**src/hw/rtl/cfe_pkg.sv**
```systemverilog
`timescale 1ns / 1ps
// ----------------------------------------------------------------------------
// Cuckoo filter engine package
// Shared payload types, command codes and hash constants.
// ----------------------------------------------------------------------------
package cfe_pkg;

    localparam int KEY_W   = 16;
    localparam int HASH_W  = 16;
    localparam int RELOC_W = 4;
    localparam int BYTE_W  = 8;

    // The djb hash starts from this seed; each step is hash * 33 + byte.
    localparam logic [HASH_W-1:0] HASH_SEED = 16'd5381;
    localparam int HASH_SHIFT = 5;

    localparam logic CMD_INSERT = 1'b0;
    localparam logic CMD_LOOKUP = 1'b1;

    localparam logic PICK_SECOND = 1'b0;
    localparam logic PICK_FIRST  = 1'b1;

    typedef struct packed {
        logic              command;
        logic [KEY_W-1:0]  key;
        logic              evict_pick;
    } request_t;

    typedef struct packed {
        logic               hit_or_stored;
        logic [RELOC_W-1:0] relocations;
    } response_t;

endpackage

```
**src/hw/rtl/cfe_bucket_ram.sv**
```systemverilog
`timescale 1ns / 1ps
// ----------------------------------------------------------------------------
// Cuckoo filter engine bucket memory
// One write port and one read port with registered read data.
// ----------------------------------------------------------------------------
module cfe_bucket_ram #(
    parameter int DEPTH  = 128,
    parameter int ADDR_W = 7
) (
    input  logic                       clk,
    input  logic                       wr_en,
    input  logic [ADDR_W-1:0]          wr_addr,
    input  logic [cfe_pkg::HASH_W-1:0] wr_data,
    input  logic [ADDR_W-1:0]          rd_addr,
    output logic [cfe_pkg::HASH_W-1:0] rd_data
);

    logic [cfe_pkg::HASH_W-1:0] mem [DEPTH];

    always_ff @(posedge clk)
    begin
        if (wr_en)
        begin
            mem[wr_addr] <= wr_data;
        end
    end

    always_ff @(posedge clk)
    begin
        rd_data <= mem[rd_addr];
    end

endmodule

```
**config.mk**
```make
export PLATFORM = sky130hd
export DESIGN_NAME = cfe_bucket_ram
export DESIGN_NICKNAME = d
export VERILOG_FILES = /design/src/hw/rtl/cfe_pkg.sv /design/src/hw/rtl/cfe_bucket_ram.sv
export SDC_FILE = /design/constraint.sdc
export NUM_CORES = 2
export LEC_CHECK = 0
export ABC_AREA = 0
export BUFFER_PORTS_ARGS = -buffer_cell sky130_fd_sc_hd__buf_4
export CORE_UTILIZATION = 40
export CTS_BUF_LIST = sky130_fd_sc_hd__clkbuf_8
export DETAILED_ROUTE_END_ITERATION = 10
export GPL_TIMING_DRIVEN = 1
export PLACE_DENSITY = 0.61
export SLEW_MARGIN = 0
export SYNTH_ARGS = -nofsm -noshare
export SYNTH_HDL_FRONTEND = slang
export SYNTH_SLANG_ARGS = --single-unit
```
**constraint.sdc**
```tcl
create_clock -name clk -period 4.3 [get_ports clk]
set_input_delay 0.215 -clock clk [delete_from_list [all_inputs] [get_ports clk]]
set_output_delay 0.215 -clock clk [all_outputs]
set_load 0.02 [all_outputs]
```
==> impl_metrics.json <==
{
  "status": "complete, no violations",
  "synth.distinct_cells": 17,
  "ant_nets": 0,
  "crit_fanout": 1,
  "cp-start-kind": "flop",
  "synth-compound-area-share": 0,
  "worst_pin_slew_ns": 1.20,
  "synth_top_family_by_area": "multiplexers",
  "rr_endpoint": "rd_data[11]$_DFF_P_",
  "h-tree-depth": 5,
  "slew_headroom": 0.201,
  "netlist.area_leader.share": 0.783,
  "clock_latency_ns": 1.05,
  "crit_top_cell": "mux4_2",
  "initial_core_util": 0.403,
  "yosysWarnings": 0,
  "critPathRequiredTime_ns": 5.24,
  "dpl.hpwl_mm": 114,
  "syn_area_mm2": 0.0785,
  "synth_mux_area_frac": 0.195,
  "switching_share": 0.224,
  "cp.arrival_ns": 3.89,
  "power_frac_comb": 0.054,
  "viasPerCell": 5.63,
  "timing.final.crit_share": 0.686,
  "die_y_um": 445,
  "postCtsSetupRepairBufs": 0,
  "nNetsFinal": 3596,
  "cts_root_buffer": "clkbuf_8",
  "leakage_nw": 28.1,
  "clock_path_buffers": 4,
  "clock-sinks": 2064,
  "post-route-min-period_ns": 2.95,
  "grt_pass1_vias": 37059,
  "rsz0062_at_grt": "false",
  "max_freq_mhz": 339,
  "place_congestion": 0.792,
  "syn-num-nets": 3118,
  "die_x_um": 445,
  "peakVddDrop_mv": 0.343,
  "maxCapViolCount": 0,
  "seq_power_share": 0.560,
  "r2r_start": "mem[119][11]$_DFFE_PP_",
  "p_clk_frac": 0.386,
  "path_class": "flop to flop",
  "cts_tree": "built",
  "avgSynthCellArea_um2": 25.4,
  "whs_path_depth": 3,
  "powerDensity_mw_per_mm2": 444,
  "hold_buffers": 32,
  "core-area_mm2": 0.195,
  "seq_area_frac_synth": 0.787,
  "min_to": "rd_data[10]$_DFF_P_",
  "grt_antenna_before_repair": 10,
  "grt_first_pass_wirelength_mm": 279,
  "routed_wl_mm": 198,
  "grt.overflow.total": 0,
  "end_kind": "flop",
  "finalSetupViolCount": 0,
  "io_buffers": 47,
  "via_count": 36273,
  "grt_usage": 0.201,
  "drt_iter0_drc": 4273,
  "syn_to_final_growth_pct": 14.6,
  "synth_fa_ha_area_frac": 0,
  "hp-class": "input pin to flop",
  "grt_max_degree": 98,
  "yosysTopAreaCell": "edfxtp_1",
  "synth_seq_cells": 2064,
  "cts_buffers": 345,
  "clk_pin_slew_ns": 0.06,
  "setup-tns-final_ns": 0,
  "drv_slew": 0,
  "yosys-top-cells-area": "edfxtp_1 (78%), mux4_2 (19%), nor2_1 (0.58%)",
  "drive_gt1_frac": 0.375,
  "ios": 48,
  "wl_per_cell_um": 30.8,
  "place_area_mm2": 0.0837,
  "r2r_slack_ns": 1.35,
  "die_area_mm2": 0.198,
  "cp_cell_sequence": "mux4_2 > mux4_2 > mux4_2 > mux2_2 > dlygate4sd3_1",
  "final_cell_area_mm2": 0.0900,
  "switchingPower_mw": 8.94,
  "fin_skew_ns": 0.0990,
  "dr.pass1.iters": 7,
  "p_int_mw": 31.0,
  "hp-start": "rd_addr[3]",
  "synthXorXnorAreaFrac": 0,
  "drc": 0,
  "rows": 162,
  "reg2regPathDepth": 5,
  "finalHoldViolCount": 0,
  "crit_path_top_delay_cell": "mux4_2",
  "synth-simple-area-share": 0.00888,
  "syn_inst": 3086,
  "cts_resized": 0,
  "slowest_delay_ns": 0.58
}
==> worst max-delay path, delay by kind of cell, from the launching register on <==
family,cells,cell delay [ns]
mux,4,1.91
buf+inv,1,0.55
flops,1,0.36
==> layout make-up <==
type | count | area [µm²]
diodes | 8 | 20.0
fillers | 16073 | 105000
clock buffers | 350 | 4820
flip-flops and latches | 2064 | 61800
multi-input cells | 858 | 16300
well taps | 2624 | 3280
repair buffers | 295 | 2670
clock inverters | 240 | 1130
==> flip-flops by register name (all words and copies together), names as in the netlist <==
name     flops
mem       2048
rd_data     16
==> power by group through the flow <==
stage / registers (mW) / logic (mW) / clock network (mW)
after floorplan: 22.7 / 1.09 / 0
after global placement: 22.8 / 2.13 / 0
after detailed placement: 22.8 / 2.15 / 0
after CTS: 22.3 / 2.18 / 15.8
after global routing: 22.3 / 2.26 / 16.6
final: 22.3 / 2.16 / 15.4
==> how the worst max path moves through the flow <==
stage / from / end / slack, ns
floorplan: rd_addr[0] / rd_data[0]$_DFF_P_ / 1.59
global placement: rd_addr[0] / rd_data[5]$_DFF_P_ / 0.96
detailed placement: rd_addr[0] / rd_data[5]$_DFF_P_ / 0.98
CTS: mem[115][11]$_DFFE_PP_ / rd_data[11]$_DFF_P_ / 1.34
global route: mem[101][11]$_DFFE_PP_ / rd_data[11]$_DFF_P_ / 1.33
finish: mem[119][11]$_DFFE_PP_ / rd_data[11]$_DFF_P_ / 1.35
==> per-stage QoR <==
step | util | cells | setup slack [ns] | power, mW | hold WS [ns]
2_1_floorplan | - | 3086 | 1.59 | 23.8 | 0.314
3_3_place_gp | 0.429 | 5809 | 0.963 | 24.9 | 0.770
3_5_place_dp | 0.429 | 5809 | 0.976 | 24.9 | 0.771
4_1_cts | 0.462 | 6431 | 1.34 | 40.3 | 0.0635
5_1_grt | 0.462 | 6432 | 1.33 | 41.2 | 0.135
6_report | 0.462 | 6439 | 1.35 | 39.9 | 0.133
==> cell usage in the layout (no fill, tap or decap), drive strengths merged, types with 16 or more instances in the layout <==
| cell type | Yosys | routed |
|---|---|---|
| buf | 82 | 263 |
| dlygate4sd3 | 0 | 32 |
| clkbuf | 82 | 350 |
| dfxtp | 16 | 16 |
| clkinv | 0 | 113 |
| edfxtp | 2048 | 2048 |
| inv | 0 | 116 |
| mux2 | 16 | 16 |
| mux4 | 672 | 672 |
| nor2 | 122 | 122 |
==> synthesized netlist by cell type <==
master,count
edfxtp_1,2048
mux4_2,672
nor2_1,122
clkbuf_1,82
buf_2,52
buf_1,28
dfxtp_1,16
mux2_2,16
nand2_1,14
nand3_1,12
nor3_1,9
nor2b_1,7
nand4_1,3
nand2b_1,2
buf_4,1
buf_6,1
or3_1,1
==> layer usage <==
metal | vias to the layer above | wire length [µm] | global-route usage
li1 | 14484 | - | -
met1 | 19969 | 79800 | 0.277
met2 | 1548 | 98300 | 0.323
met3 | 272 | 14800 | 0.0390
met4 | 0 | 5340 | 0.0631
met5 | - | 0 | 0
==> kinds of logic after synthesis <==
family / Yosys count
and+or+nand+nor: 170
muxes: 688
DFF: 2064
buffers and inverters: 164
Power figures use the tool's default switching activity.
