## src/hw/rtl/cfe_pkg.sv

```systemverilog
`timescale 1ns / 1ps
// ----------------------------------------------------------------------------
// Cuckoo filter engine package
// Shared payload types, command codes and hash constants.
// ----------------------------------------------------------------------------
package cfe_pkg;

    localparam int KEY_W   = 16;
    localparam int HASH_W  = 16;
    localparam int RELOC_W = 4;
    localparam int BYTE_W  = 8;

    // The djb hash starts from this seed; each step is hash * 33 + byte.
    localparam logic [HASH_W-1:0] HASH_SEED = 16'd5381;
    localparam int HASH_SHIFT = 5;

    localparam logic CMD_INSERT = 1'b0;
    localparam logic CMD_LOOKUP = 1'b1;

    localparam logic PICK_SECOND = 1'b0;
    localparam logic PICK_FIRST  = 1'b1;

    typedef struct packed {
        logic              command;
        logic [KEY_W-1:0]  key;
        logic              evict_pick;
    } request_t;

    typedef struct packed {
        logic               hit_or_stored;
        logic [RELOC_W-1:0] relocations;
    } response_t;

endpackage

```

## src/hw/rtl/cfe_hash.sv

```systemverilog
`timescale 1ns / 1ps
// ----------------------------------------------------------------------------
// Cuckoo filter engine hash unit
// Sixteen-bit djb hash of a two-byte value, low byte first.
// ----------------------------------------------------------------------------
module cfe_hash (
    input  logic [cfe_pkg::KEY_W-1:0]  value,
    output logic [cfe_pkg::HASH_W-1:0] hash
);

    logic [cfe_pkg::HASH_W-1:0] low_byte;
    logic [cfe_pkg::HASH_W-1:0] high_byte;
    logic [cfe_pkg::HASH_W-1:0] first_step;

    assign low_byte  = {{(cfe_pkg::HASH_W-cfe_pkg::BYTE_W){1'b0}},
                        value[cfe_pkg::BYTE_W-1:0]};
    assign high_byte = {{(cfe_pkg::HASH_W-cfe_pkg::BYTE_W){1'b0}},
                        value[2*cfe_pkg::BYTE_W-1:cfe_pkg::BYTE_W]};

    // Multiplying by 33 is a shift by five plus the value itself.
    assign first_step = (cfe_pkg::HASH_SEED << cfe_pkg::HASH_SHIFT)
                        + cfe_pkg::HASH_SEED + low_byte;
    assign hash       = (first_step << cfe_pkg::HASH_SHIFT) + first_step + high_byte;

endmodule

```

## config.mk

```make
export PLATFORM = sky130hd
export DESIGN_NAME = cfe_hash
export DESIGN_NICKNAME = d
export VERILOG_FILES = /design/src/hw/rtl/cfe_pkg.sv /design/src/hw/rtl/cfe_hash.sv
export SDC_FILE = /design/constraint.sdc
export NUM_CORES = 1
export LEC_CHECK = 0
export BUFFER_PORTS_ARGS = -buffer_cell sky130_fd_sc_hd__buf_2
export CAP_MARGIN = 20
export CELL_PAD_IN_SITES_DETAIL_PLACEMENT = 1
export CELL_PAD_IN_SITES_GLOBAL_PLACEMENT = 1
export CORE_MARGIN = 2
export CORE_UTILIZATION = 42
export DETAILED_ROUTE_END_ITERATION = 16
export GPL_TIMING_DRIVEN = 0
export PLACE_DENSITY = 0.92
export SETUP_SLACK_MARGIN = 0.1
export SLEW_MARGIN = 20
export SYNTH_ARGS = -nofsm -noshare
export SYNTH_HDL_FRONTEND = slang
export SYNTH_SLANG_ARGS = --single-unit
```

## constraint.sdc

```tcl
create_clock -name vclk -period 12.08
set_input_delay 2.416 -clock vclk [all_inputs]
set_output_delay 2.416 -clock vclk [all_outputs]
set_load 0.005 [all_outputs]
```

==> results.md, run 1 <==
Global route:
- For this run the aggregate overflow at the end of global routing stands at 0.
- The first-pass GRT wire length is 3980 um.
- The initial antenna violation count is 0.
- The maximum number of pins on one net before global-route repair is 8.
- The via count of the first global-routing pass came to 924.
- Across every metal layer, demand over resource in global routing totals 0.188.

Hold path:
- The class of the worst hold path is in2out.

Floorplan:
- The number of ports placed on the die boundary is 32.
- The floorplan has 17 rows.
- The die is 52.0 um wide.
- For this configuration, the core starts out at a cell density of 0.441.
- The floorplan step defined a die boundary enclosing 2700 um^2.
- The core outline area is 2190 um^2.
- The die boundary height is 52.0 um.

Route:
- The first routing iteration left 3 violations.
- Using the TritonRoute via totals, the vias-per-cell ratio works out to 5.36.
- The first-pass iteration count of the detailed router is 4.
- The total wire length after detailed routing is 2490 um.
- In the routed design, unresolved DRC markers number 0.
- The detail-routed net length per standard cell is 13.8 um.
- Once detail routing completed, the nets flagged for antenna violations numbered 0.
- The detailed router placed 965 vias in this run.

Yosys:
- The number of distinct standard cells referenced by the synthesized netlist is 36.
- During synthesis, Yosys emitted a total of 0 warnings.
- Synthesis produced a netlist whose cell count is 120.
- The mean area per synthesized cell is 8.06 um^2.
- The mapped cell area is 967 um^2.
- The share of the yosys chip area belonging to registers is 0.
- The largest total area in the synthesized netlist belongs to ha_1.
- Ranked by total cell area, the synthesized netlist is headed by ha_1 (27%), xnor2_1 (10%), xor2_1 (6.3%).
- The share of synthesized area in the top cell type comes to 0.272.
- The total nets after synthesis is 160.

Finish:
- The clock buffer instance count of the final layout is 0.
- 0 antenna diodes ended up in the layout.
- After routing the design area is 1160 um^2.
- The combined flip-flop and latch cell area is 0 um^2.
- Compared with the post-synthesis result, the final layout area differs by 20.2%.
- The design has 0 sequential cells.
- The net count reported at finish is 194.
- The library cell used most frequently in the layout, excluding fill and tap cells, is buf_2.
- The share of cells above drive strength 1 is 0.283.
- In the layout the commonest cells are buf_2 (32), ha_1 (21), inv_1 (16), xnor2_1 (11).

Power:
- Power spread over the standard cell area amounts to 102 nW/um^2.
- The largest vdd supply drop is 0.0000590 V.
- For this design the static power due to leakage is 0.623 nW.

Placement:
- The count of port buffers added during placement is 32.
- The congestion estimate from routability-driven global placement came to 0.778.
- The detailed placement HPWL is 2280 um.
- Once placement finished, the instance area stood at 1160 um^2.

Timing:
- The worst pin sits at a relative slew slack of 0.744.
- In the finished design, the share of the clock period the worst path needs comes to 0.675.
- The slew at the pin closest to its max-slew limit is 380 ps.
- The number of pins with negative max-slew slack in the final report is 0.
- The maximum achievable frequency is 123 MHz.
- The final count of hold timing violations is 0.
- The setup-violating endpoint count in the final report is 0.
- The final-layout setup total negative slack is 0 ps.
- Setup repair after global routing left no endpoint under its margin.
- The time the worst path needs with I/O delays and setup is 8160 ps.

Setup path:
- Data on the critical path is required at its endpoint by 9660 ps.
- In this design, the largest share of critical-path delay is due to adder cells.
- STA classifies the critical path startpoint as a primary input.
- The signal on the critical path passes through buf_2, ha_1, nor2_1, o21bai_4, xor2_2, inv_1, fa_1, inv_1, ha_1, a21oi_1, o21ai_1, o41ai_2, mux2i_1, xnor2_1, buf_2.
- The worst setup path is of the in2out kind.
- The slowest stage of the critical path is the fa_1 cell.
- Along the worst path, the maximum fanout reaches 5.
- The number of buffers and inverters on the critical path is 4.
- The endpoint kind of the worst setup timing path is a primary output.
- The data arrival time of the worst path is 5740 ps.
- In this design, the stage delay of the slowest critical-path cell is 510 ps.

Clock tree:
- The number of post-CTS setup repair buffers is 0.
- For this design, the CTS-stage hold fixing added 0 buffers.
- The total of cells resized after clock tree synthesis is 0.

Flow run:
- Max-cap violations in this run came to 0.

Status:
- The run finished with clean final reports.
## synthesized netlist by cell type (3+ instances only)
| cell | n |
|---|---|
| xnor2_1 | 11 |
| and2_1 | 3 |
| inv_1 | 16 |
| xor2_1 | 7 |
| a21o_1 | 3 |
| o21ai_1 | 3 |
| nand2_1 | 7 |
| nand2b_1 | 3 |
| fa_1 | 3 |
| ha_1 | 21 |
| a21oi_1 | 5 |
| nor2_1 | 3 |
| o21ai_0 | 6 |
## worst paths after layout
check | depth (start not counted) | endpoint | startpoint
hold / removal | 3 | hash[0] | value[8]
setup / recovery | 15 | hash[11] | value[0]
## cell type report
cell class         count  area (um^2)
fillers              293         1030
multi-input cells    104          907
repair buffers        32          160
inverters             16         60.1
well taps             28         35.0
## layer usage
layer | routed length (um) | share of wire | up-vias | track usage
met5 | 0 | 0 | - | 0
met4 | 0 | 0 | 0 | 0.0132
met3 | 87 | 0.035 | 0 | 0.00575
met2 | 1340 | 0.54 | 29 | 0.390
met1 | 1070 | 0.43 | 448 | 0.214
li1 | - | - | 488 | -
## where the power goes
group | internal (W) | switching [W]
combinational | 0.0000560 | 0.0000622
clock | 0 | 0
sequential | 0 | 0
total | 0.0000560 | 0.0000622
## per-stage QoR
step	utilization	power, W	hold slack, ps	setup slack [ps]	std cells
global placement	0.531	0.000112	5110	4030	180
CTS	0.531	0.000119	5130	3900	180
finish	0.531	0.000118	5120	3920	180
global route	0.531	0.000130	5120	3640	180
detailed placement	0.531	0.000118	5130	3900	180
floorplan	-	0.0000782	4940	4570	120
## cells by family (layout without fill, tap and decap cells)
group           after synthesis  count (layout)  synth area share
simple gates                 24              24             0.129
fa+ha+maj                    24              24             0.334
buf+inv                      16              48            0.0621
xor+xnor                     19              19             0.180
compound gates               35              35             0.274
mux                           2               2            0.0207
(Power assumes the default switching activity.)
==> run 2, diff against run 1 <==
CORE_UTILIZATION = 39   (was 42)
PLACE_DENSITY = 0.86   (was 0.92)
clock period = 8 ns   (was 12.08 ns; I/O delays follow)
==> results.md, run 2 (synthesized netlist as in run 1, its figures left out) <==
Flow run:
- The max capacitance violation total is 0.

Global route:
- For this run, the total global-route usage over all layers was measured as 0.185.
- The global-route congestion overflow total is 0.
- The via count of the first global-routing pass is 963.
- The first-pass GRT wire length is 4080 um.
- The initial antenna violation count was 0.
- Entering global routing, the biggest net connects 8 pins.

Hold path:
- In this run the most critical hold path is launched from value[8].
- In this run the worst hold path is classified as in2out.
- For hold timing, the worst endpoint is hash[0].
- The number of instances on the worst hold path is 3.

Route:
- In the final routed layout, each cell accounts on average for 13.2 um.
- The total wire length after detailed routing is 2400 um.
- The count of vias placed by the detailed router is 966.
- The detail route stage leaves a number of antenna-violating nets equal to 0.
- For this run, the detailed router's first-pass iteration total came to 3.
- Dividing the detail-routed via count by the number of cells gives 5.31.
- In the routed design, unresolved DRC markers number 0.
- The detailed router finished its first iteration with 3 violations.

Finish:
- Sequential cells placed in the final layout were counted as 0.
- Of the cells placed in the final design, the portion with a size suffix greater than 1 is 0.283.
- The layout has 311 filler cells.
- The finished cells cover 1160 um^2.
- The repair_antennas step left the layout with diodes totalling 0.
- The area growth from synthesis to layout is 20.4%.
- In the final layout, flip-flops and latches occupy 0 um^2.
- The end-of-flow core utilization is 0.483.
- The clock buffer instance count of the final layout is 0.
- The net count of the finished layout is 194.
- The leading cell type in the layout, fill and taps excluded is buf_2.
- The top cell types in the final layout, fill and taps aside, are buf_2 (32), ha_1 (21), inv_1 (16), xnor2_1 (11).

Floorplan:
- In this run the count of I/O pins placed on the die edge is 32.
- The core outline area is 2410 um^2.
- The floorplan step set the die width to 53.8 um.
- Measured along the y axis, the die boundary spans 53.8 um.
- The total die area is 2890 um^2.
- The initial core utilization is 0.401.
- After floorplanning, the core was divided into 18 placement rows.

Setup path:
- The worst setup path is captured at a primary output.
- The worst setup path is launched from a primary input.
- The highest fanout seen on the critical path is 5.
- The type of the worst setup path is in2out.
- STA puts the critical path data arrival time at 4870 ps.
- The endpoint required time on the critical path is 6400 ps.

Timing:
- The final count of hold timing violations is 0.
- Setup repair after global routing left no endpoint under its margin.
- Of the available clock period, the critical path in the final layout requires 0.808.
- At the pin with the least slew margin, the transition time is 391 ps.
- After layout, the minimum clock period comes to 6470 ps.
- The maximum achievable frequency is 155 MHz.
- Setup violations remaining at the end of the flow were counted as 0.
- After routing, the total negative slack on setup checks comes to 0 ps.
- The number of pins with negative max-slew slack in the final report is 0.
- In this run the tightest slew margin relative to its limit is 0.737.

Placement:
- Once detailed placement completed, the half-perimeter wirelength came to 2240 um.
- The total cell area at the placement stage is 1160 um^2.
- At the end of routability-driven placement, the weighted congestion stood at 0.758.
- The count of port buffers added during placement is 32.

Clock tree:
- Buffers added to address setup during post-CTS repair amount to 0.
- The hold buffer count at cts is 0.
- The total of cells resized after clock tree synthesis is 0.

Power:
- In this run the static leakage power is 0.623 nW.
- Dividing total power by cell area gives a power density of 150 nW/um^2.
- The largest vdd supply drop is 0.0000816 V.

Status:
- The run finished with clean final reports.
==> run 2: worst max path at each step <==
stage	start	endpoint	slack (ps)	cells after the start
floorplan	value[0]	hash[13]	2130	13
global placement	value[0]	hash[11]	1610	15
detailed placement	value[0]	hash[11]	1540	15
CTS	value[0]	hash[11]	1540	15
global route	value[0]	hash[11]	1260	15
finish	value[0]	hash[11]	1530	15
==> run 2: routing by layer <==
layer  part of all wire  routed length, um  vias up  GRT usage
li1                   -                  -      488          -
met1               0.40                972      452      0.211
met2               0.55               1320       22      0.374
met3              0.039                 93        4     0.0167
met4             0.0067                 16        0     0.0171
met5                  0                  0        -          0
==> run 2: power by group <==
part	switching, W	internal (W)
clock network	0	0
logic	0.0000909	0.0000843
registers	0	0
total	0.0000909	0.0000843
==> run 2: area by class of cell <==
cell class | instances | area, um^2 | area share
inverter | 16 | 60.1 | 0.0516
timing repair buffer | 32 | 160 | 0.137
multi-input combinational | 104 | 907 | 0.779
tap | 30 | 37.5 | 0.0322
==> run 2: through the flow <==
stage	hold slack [ps]	power, W	setup slack [ps]	instances
after global placement	3470	0.000170	1610	182
final	3500	0.000175	1530	182
after floorplan	3310	0.000118	2130	120
after detailed placement	3510	0.000177	1540	182
after global routing	3510	0.000198	1260	182
after CTS	3510	0.000178	1540	182
==> run 2: critical path, cell delays in order <==
cell and delay [ps]:
buf_2 120, ha_1 230, nor2_1 250, o21bai_4 110, xor2_2 230, inv_1 120
fa_1 510, inv_1 50, ha_1 360, a21oi_1 220, o21ai_1 160, o41ai_2 350
mux2i_1 260, xnor2_1 140, buf_2 130
